<file path="src/hdl/bli_pkg.sv">
`timescale 1ns / 1ps

package bli_pkg;

  localparam int DEPTH  = 16;
  localparam int AW     = $clog2(DEPTH);
  localparam int CW     = $clog2(DEPTH + 1);
  localparam int WORD_W = 32;
  localparam int OP_W   = 2;
  localparam int ST_W   = 2;

  typedef enum logic [OP_W-1:0] {
    OP_INSERT = 2'd0,
    OP_DELETE = 2'd1,
    OP_LIST   = 2'd2
  } op_t;

  typedef enum logic [ST_W-1:0] {
    ST_OK        = 2'd0,
    ST_EMPTY     = 2'd1,
    ST_NOT_FOUND = 2'd2,
    ST_FULL      = 2'd3
  } status_t;

endpackage

</file>
<file path="src/hdl/bounded_list_insert_delete_top.sv">
`timescale 1ns / 1ps

// channel | dir | tdata         | tuser          | tlast
// --------+-----+---------------+----------------+----------------------
// in_     | in  | operand [31:0]| operation [1:0]| -
// out_    | out | element [31:0]| status [1:0]   | last result of a word
//
// An insert moves every entry up one place and writes the operand at the
// head; a delete at position p moves the entries behind it down one place;
// a list reads out each entry in turn. One entry moves per cycle through the
// single store write port. Reset clears the element count; store contents
// stay undefined. in_tready is high only while idle; a held result on out_
// does not block taking the next word, only delivering its own result.

module bounded_list_insert_delete_top (
  input  logic                         clk,
  input  logic                         rst_n,
  input  logic                         in_tvalid,
  output logic                         in_tready,
  input  logic [bli_pkg::WORD_W-1:0]   in_tdata,   // operand
  input  logic [bli_pkg::OP_W-1:0]     in_tuser,   // operation
  output logic                         out_tvalid,
  input  logic                         out_tready,
  output logic [bli_pkg::WORD_W-1:0]   out_tdata,  // element
  output logic [bli_pkg::ST_W-1:0]     out_tuser,  // status
  output logic                         out_tlast
);

  import bli_pkg::*;

  typedef enum logic [2:0] {
    S_IDLE,
    S_SHIFT,
    S_FINISH,
    S_RESP,
    S_LIST_RD,
    S_LIST_OUT
  } state_t;

  state_t              state_r, state_nxt;
  logic [CW-1:0]       cnt_r, cnt_nxt;
  op_t                 op_r, op_nxt;
  logic [WORD_W-1:0]   arg_r, arg_nxt;
  logic [AW-1:0]       cur_r, cur_nxt;
  logic [CW-1:0]       rem_r, rem_nxt;
  logic                wr_vld_r, wr_vld_nxt;
  logic [AW-1:0]       wr_addr_r, wr_addr_nxt;
  status_t             st_r, st_nxt;
  logic                out_tvalid_r, out_tvalid_nxt;
  logic [WORD_W-1:0]   out_elem_r, out_elem_nxt;
  status_t             out_st_r, out_st_nxt;
  logic                out_last_r, out_last_nxt;

  logic [WORD_W-1:0]   mem [DEPTH];
  logic [WORD_W-1:0]   rd_data_r;
  logic                mem_we;
  logic [AW-1:0]       mem_waddr;
  logic [AW-1:0]       mem_raddr;
  logic [WORD_W-1:0]   mem_wdata;

  logic                out_free;
  logic                list_end;

  assign in_tready  = (state_r == S_IDLE);
  assign out_tvalid = out_tvalid_r;
  assign out_tdata  = out_elem_r;
  assign out_tuser  = out_st_r;
  assign out_tlast  = out_last_r;
  assign out_free   = !out_tvalid_r || out_tready;
  assign list_end   = ((CW'(cur_r) + CW'(1)) == cnt_r);

  always_comb begin
    state_nxt      = state_r;
    cnt_nxt        = cnt_r;
    op_nxt         = op_r;
    arg_nxt        = arg_r;
    cur_nxt        = cur_r;
    rem_nxt        = rem_r;
    wr_vld_nxt     = wr_vld_r;
    wr_addr_nxt    = wr_addr_r;
    st_nxt         = st_r;
    out_tvalid_nxt = out_tvalid_r;
    out_elem_nxt   = out_elem_r;
    out_st_nxt     = out_st_r;
    out_last_nxt   = out_last_r;
    mem_we         = 1'b0;
    mem_waddr      = wr_addr_r;
    mem_wdata      = rd_data_r;
    mem_raddr      = cur_r;

    if (out_tvalid_r && out_tready) begin
      out_tvalid_nxt = 1'b0;
    end

    case (state_r)
      S_IDLE: begin
        if (in_tvalid) begin
          op_nxt  = op_t'(in_tuser);
          arg_nxt = in_tdata;
          case (op_t'(in_tuser))
            OP_INSERT: begin
              if (cnt_r == CW'(DEPTH)) begin
                st_nxt    = ST_FULL;
                state_nxt = S_RESP;
              end else begin
                st_nxt    = ST_OK;
                cur_nxt   = AW'(cnt_r - CW'(1));
                rem_nxt   = cnt_r;
                state_nxt = (cnt_r == '0) ? S_FINISH : S_SHIFT;
              end
            end
            OP_DELETE: begin
              if (cnt_r == '0) begin
                st_nxt    = ST_EMPTY;
                state_nxt = S_RESP;
              end else if (in_tdata[WORD_W-1] || (in_tdata == '0) ||
                           (in_tdata[WORD_W-2:0] > (WORD_W-1)'(cnt_r))) begin
                st_nxt    = ST_NOT_FOUND;
                state_nxt = S_RESP;
              end else begin
                st_nxt    = ST_OK;
                cur_nxt   = in_tdata[AW-1:0];
                rem_nxt   = cnt_r - in_tdata[CW-1:0];
                state_nxt = (cnt_r == in_tdata[CW-1:0]) ? S_FINISH : S_SHIFT;
              end
            end
            OP_LIST: begin
              if (cnt_r == '0) begin
                st_nxt    = ST_EMPTY;
                state_nxt = S_RESP;
              end else begin
                cur_nxt   = '0;
                state_nxt = S_LIST_RD;
              end
            end
            default: ;
          endcase
        end
      end

      S_SHIFT: begin
        mem_we = wr_vld_r;
        if (rem_r != '0) begin
          wr_vld_nxt = 1'b1;
          rem_nxt    = rem_r - CW'(1);
          if (op_r == OP_INSERT) begin
            wr_addr_nxt = cur_r + AW'(1);
            cur_nxt     = cur_r - AW'(1);
          end else begin
            wr_addr_nxt = cur_r - AW'(1);
            cur_nxt     = cur_r + AW'(1);
          end
        end else begin
          wr_vld_nxt = 1'b0;
          state_nxt  = S_FINISH;
        end
      end

      S_FINISH: begin
        if (op_r == OP_INSERT) begin
          mem_we    = 1'b1;
          mem_waddr = '0;
          mem_wdata = arg_r;
          cnt_nxt   = cnt_r + CW'(1);
        end else begin
          cnt_nxt   = cnt_r - CW'(1);
        end
        state_nxt = S_RESP;
      end

      S_RESP: begin
        if (out_free) begin
          out_tvalid_nxt = 1'b1;
          out_st_nxt     = st_r;
          out_elem_nxt   = '0;
          out_last_nxt   = 1'b1;
          state_nxt      = S_IDLE;
        end
      end

      S_LIST_RD: begin
        state_nxt = S_LIST_OUT;
      end

      S_LIST_OUT: begin
        if (out_free) begin
          out_tvalid_nxt = 1'b1;
          out_st_nxt     = ST_OK;
          out_elem_nxt   = rd_data_r;
          out_last_nxt   = list_end;
          if (list_end) begin
            state_nxt = S_IDLE;
          end else begin
            cur_nxt   = cur_r + AW'(1);
            state_nxt = S_LIST_RD;
          end
        end
      end

      default: begin
        state_nxt = S_IDLE;
      end
    endcase
  end

  always_ff @(posedge clk) begin
    if (!rst_n) begin
      state_r      <= S_IDLE;
      cnt_r        <= '0;
      wr_vld_r     <= 1'b0;
      out_tvalid_r <= 1'b0;
    end else begin
      state_r      <= state_nxt;
      cnt_r        <= cnt_nxt;
      op_r         <= op_nxt;
      arg_r        <= arg_nxt;
      cur_r        <= cur_nxt;
      rem_r        <= rem_nxt;
      wr_vld_r     <= wr_vld_nxt;
      wr_addr_r    <= wr_addr_nxt;
      st_r         <= st_nxt;
      out_tvalid_r <= out_tvalid_nxt;
      out_elem_r   <= out_elem_nxt;
      out_st_r     <= out_st_nxt;
      out_last_r   <= out_last_nxt;
    end
  end

  always_ff @(posedge clk) begin
    if (mem_we) begin
      mem[mem_waddr] <= mem_wdata;
    end
    rd_data_r <= mem[mem_raddr];
  end

  a_cnt_bound: assert property (@(posedge clk) disable iff (!rst_n)
    cnt_r <= CW'(DEPTH))
    else $error("element count above depth");

  a_full_drop: assert property (@(posedge clk) disable iff (!rst_n)
    (in_tvalid && in_tready && (in_tuser == OP_INSERT) && (cnt_r == CW'(DEPTH)))
    |=> $stable(cnt_r))
    else $error("insert into full list changed count");

  a_cnt_step: assert property (@(posedge clk) disable iff (!rst_n)
    (cnt_r == $past(cnt_r)) || (cnt_r == $past(cnt_r) + CW'(1)) ||
    (cnt_r == $past(cnt_r) - CW'(1)))
    else $error("count moved by more than one");

  a_err_last: assert property (@(posedge clk) disable iff (!rst_n)
    (out_tvalid && (out_tuser != ST_OK)) |-> (out_tlast && (out_tdata == '0)))
    else $error("error result not a single final word");

endmodule
</file>
<file path="config.mk">
export PLATFORM = sky130hd
export DESIGN_NAME = bounded_list_insert_delete_top
export DESIGN_NICKNAME = d
export VERILOG_FILES = /design/src/hdl/bli_pkg.sv /design/src/hdl/bounded_list_insert_delete_top.sv
export SDC_FILE = /design/constraint.sdc
export NUM_CORES = 1
export LEC_CHECK = 0
export BUFFER_PORTS_ARGS = -buffer_cell sky130_fd_sc_hd__buf_2
export CORE_MARGIN = 8
export CORE_UTILIZATION = 55
export CTS_CLUSTER_SIZE = 14
export DETAILED_ROUTE_END_ITERATION = 8
export PLACE_DENSITY = 0.72
export SKIP_LAST_GASP = 1
export SLEW_MARGIN = 40
export SYNTH_ARGS = -nofsm -noshare
export SYNTH_HDL_FRONTEND = slang
export SYNTH_SLANG_ARGS = --single-unit
export TNS_END_PERCENT = 100
</file>
<file path="constraint.sdc">
create_clock -name clk -period 9.4 [get_ports clk]
set_input_delay 1.88 -clock clk [delete_from_list [all_inputs] [get_ports clk]]
set_output_delay 1.88 -clock clk [all_outputs]
set_load 0.02 [all_outputs]
</file>
==> reports/metrics.yaml <==
synth_xor_area_frac: 0.008093
status: "completed"
portBuffers: 74
wirelength_mm: 54.76
finalPower_mw: 7.853
synth_top_area_frac: 0.7190
die_h_um: 228.7
overflow: 0
yosys.area_share.simple: 0.03383
avgSynthCellArea_um2: 21.04
crit_path_end_kind: "register"
hold_ws_ps: 558.7
start_kind: "input pin"
crit_path_max_fanout: 5
cts_resized: 0
cts_inserted_buffers: 61
slew_headroom: 0.4220
fin_tns_setup_ps: 0
skew_ps: 14.74
critPathArrivalTime_ps: 4750
cts_root_buffer: "clkbuf_16"
hold_viol: 0
r2r-start: "cnt_r[1]$_SDFFE_PN0P_"
design.core.area_um2: 44990
dieArea_um2: 52320
syn_area_um2: 24890
p_leak_nw: 9.142
final_layout_size_suffix_gt1_frac: 0.3043
synthAdderAreaFrac: 0.01036
cts_buffer_depth: 3
stdcell_count: 1942
r2r_cells: 7
cp_top_family: "simple AND/OR/NAND/NOR gates"
seq_area_frac_synth: 0.7528
post-dp-hpwl_mm: 27.93
yosys_warnings: 0
h-tree-depth: 2
cellPowerDensity_nw_per_um2: 280.3
timing.rr.end: "rem_r[0]$_DFFE_PP_"
path_clk_slew_ps: 60
fillCellCount: 2997
ff2ff_setup_slack_ps: 5880
wl_per_cell_um: 28.20
place_ws_ps: 4297
crit_path_max_incr_delay_ps: 760
cpMaxStageDelayCell: "a311oi_1"
min_path_cells: 1
cts.sinks: 638
synth_cell_types: 51
vias: 12210
track_usage: 0.2101
globalplace.congestion: 0.8941
chipWidth_um: 228.7
hp-class: "reg2reg"
rsz0062_at_grt: "false"
viasPerCell: 6.285
synthTopCellsByArea: "edfxtp_1, mux4_2, dfxtp_1"
synth_compound_area_frac: 0.01764
holdCritStartpoint: "rd_data_r[1]$_DFF_P_"
seqCellArea_um2: 18740
max_freq_mhz: 222.2
finalNetCount: 1349
slew_violations: 0
clk_latency_ps: 620
crit_required_ps: 9650
cts_setup_buffers: 0
synth.area.mux_share: 0.1605
grt_pass1_wl_mm: 81.16
place_area_um2: 26060
critPathBufInv: 1
hold_end: "out_tdata[1]$_SDFFCE_PN0P_"
multi_input_area_um2: 5883
antenna_found_initial: 0
synth_flop_cell: "edfxtp_1"
floorplan.rows: 78
grt_max_degree: 59
worstPathCellList: "buf_2 > nor4_1 > nand4_1 > nor3_1 > nand4_1 > a311oi_1"
synth.largest_area_cell: "edfxtp_1"
top_level_ports: 75
post-route-util: 0.6226
worst_slew_pin_slew_ps: 867.0
hold_buffers: 0
fin_crit_ps: 4499
grt_pass1_vias: 12320
drc_errors: 0
synth.ff_latch_count: 638
path_class: "in2reg"
dp_cells: 1827
async_reset_ff_frac: 0
fin_area_um2: 28010
synth_top_family_by_area: "multiplexers"
finalSetupViolations: 0
drt_iter0_drc: 1269
first_pass_iters: 5
syn-num-nets: 1241
ir_drop_uv: 176.4
fin_ws_ps: 4901
postSynthCellCount: 1183
period_share: 0.4787
ant_nets: 0
synthToLayoutAreaGrowth_pct: 12.54
start_util: 0.5532
cp_common_cell: "nand4_1"
synth_enable_flop_cells: 596
cts_tree: "done"
cap_violations: 0
-- final cells by class --
| type | count | area share |
|---|---|---|
| Antenna cell | 1 | 0.00008934 |
| Clock buffer | 87 | 0.06236 |
| Clock inverter | 26 | 0.006522 |
| Inverter | 21 | 0.002814 |
| Multi-Input combinational cell | 465 | 0.2100 |
| Sequential cell | 638 | 0.6690 |
| Tap cell | 600 | 0.02680 |
| Timing Repair Buffer | 104 | 0.02238 |
-- how the worst max path moves through the flow --
stage	cells after the start	end	start
floorplan	5	mem[0][0]$_DFFE_PP_	state_r[0]$_SDFFE_PN0P_
global placement	6	rem_r[2]$_DFFE_PP_	in_tdata[18]
finish	6	rem_r[0]$_DFFE_PP_	in_tdata[5]
CTS	6	rem_r[4]$_DFFE_PP_	in_tdata[5]
global route	6	rem_r[4]$_DFFE_PP_	in_tdata[5]
detailed placement	6	rem_r[0]$_DFFE_PP_	in_tdata[5]
-- report_power, final --
group | internal [mW] | total, mW | switching [mW] | leakage (nW)
registers | 3.67 | 3.81 | 0.136 | 5.74
clock network | 1.34 | 2.35 | 1.01 | 0.951
logic | 0.706 | 1.69 | 0.988 | 2.45
-- layout by cell type, fill, tap and decap left out, types with 18 or more instances in the layout --
| cell | Yosys | final |
|---|---|---|
| buf_4 | 0 | 24 |
| inv_1 | 20 | 20 |
| clkbuf_16 | 0 | 63 |
| ha_1 | 19 | 19 |
| edfxtp_1 | 596 | 596 |
| nand2_1 | 25 | 25 |
| nor2_1 | 36 | 24 |
| mux4_2 | 160 | 160 |
| dfxtp_1 | 42 | 41 |
| mux2_2 | 32 | 32 |
| buf_2 | 18 | 74 |
| and3_1 | 37 | 35 |
| a21oi_1 | 18 | 18 |
-- synth_stat cells (4+ instances only) --
cell	count
nor2_1	36
nand4_1	6
buf_12	4
clkbuf_1	31
nand2_1	25
xor2_1	6
ha_1	19
and3_1	37
mux2_2	32
o31ai_1	4
nand2b_1	7
buf_2	18
nor3_1	16
o211ai_1	4
xnor2_1	17
nand3_1	4
o21a_1	4
a21oi_1	18
inv_1	20
edfxtp_1	596
o21ai_0	16
mux4_2	160
dfxtp_1	42
nor4_1	6
nor2b_1	5
a31oi_1	4
a311oi_1	8
buf_6	4
-- state kept, by name (all words and copies together) (netlist names), 2 cells and up --
name / flops
arg_r: 32
cnt_r: 5
cur_r: 4
mem: 512
op_r: 2
out_tdata: 32
out_tuser: 2
rd_data_r: 32
rem_r: 5
st_r: 2
state_r: 3
wr_addr_r: 4
-- per-layer routing --
layer | vias to the layer above | wire, um | global-route usage
li1 | 5118 | - | -
met1 | 6443 | 21970 | 0.2881
met2 | 553 | 27720 | 0.3510
met3 | 91 | 3851 | 0.02755
met4 | 0 | 1218 | 0.06437
met5 | - | 0 | 0
-- kinds of logic after synthesis --
kind of cell    Yosys count
compound gates           68
fa+ha+maj                20
buf+inv                  80
xor+xnor                 23
mux                     195
flops                   638
simple gates            159
Note: power is estimated with default switching activity, not from simulation.
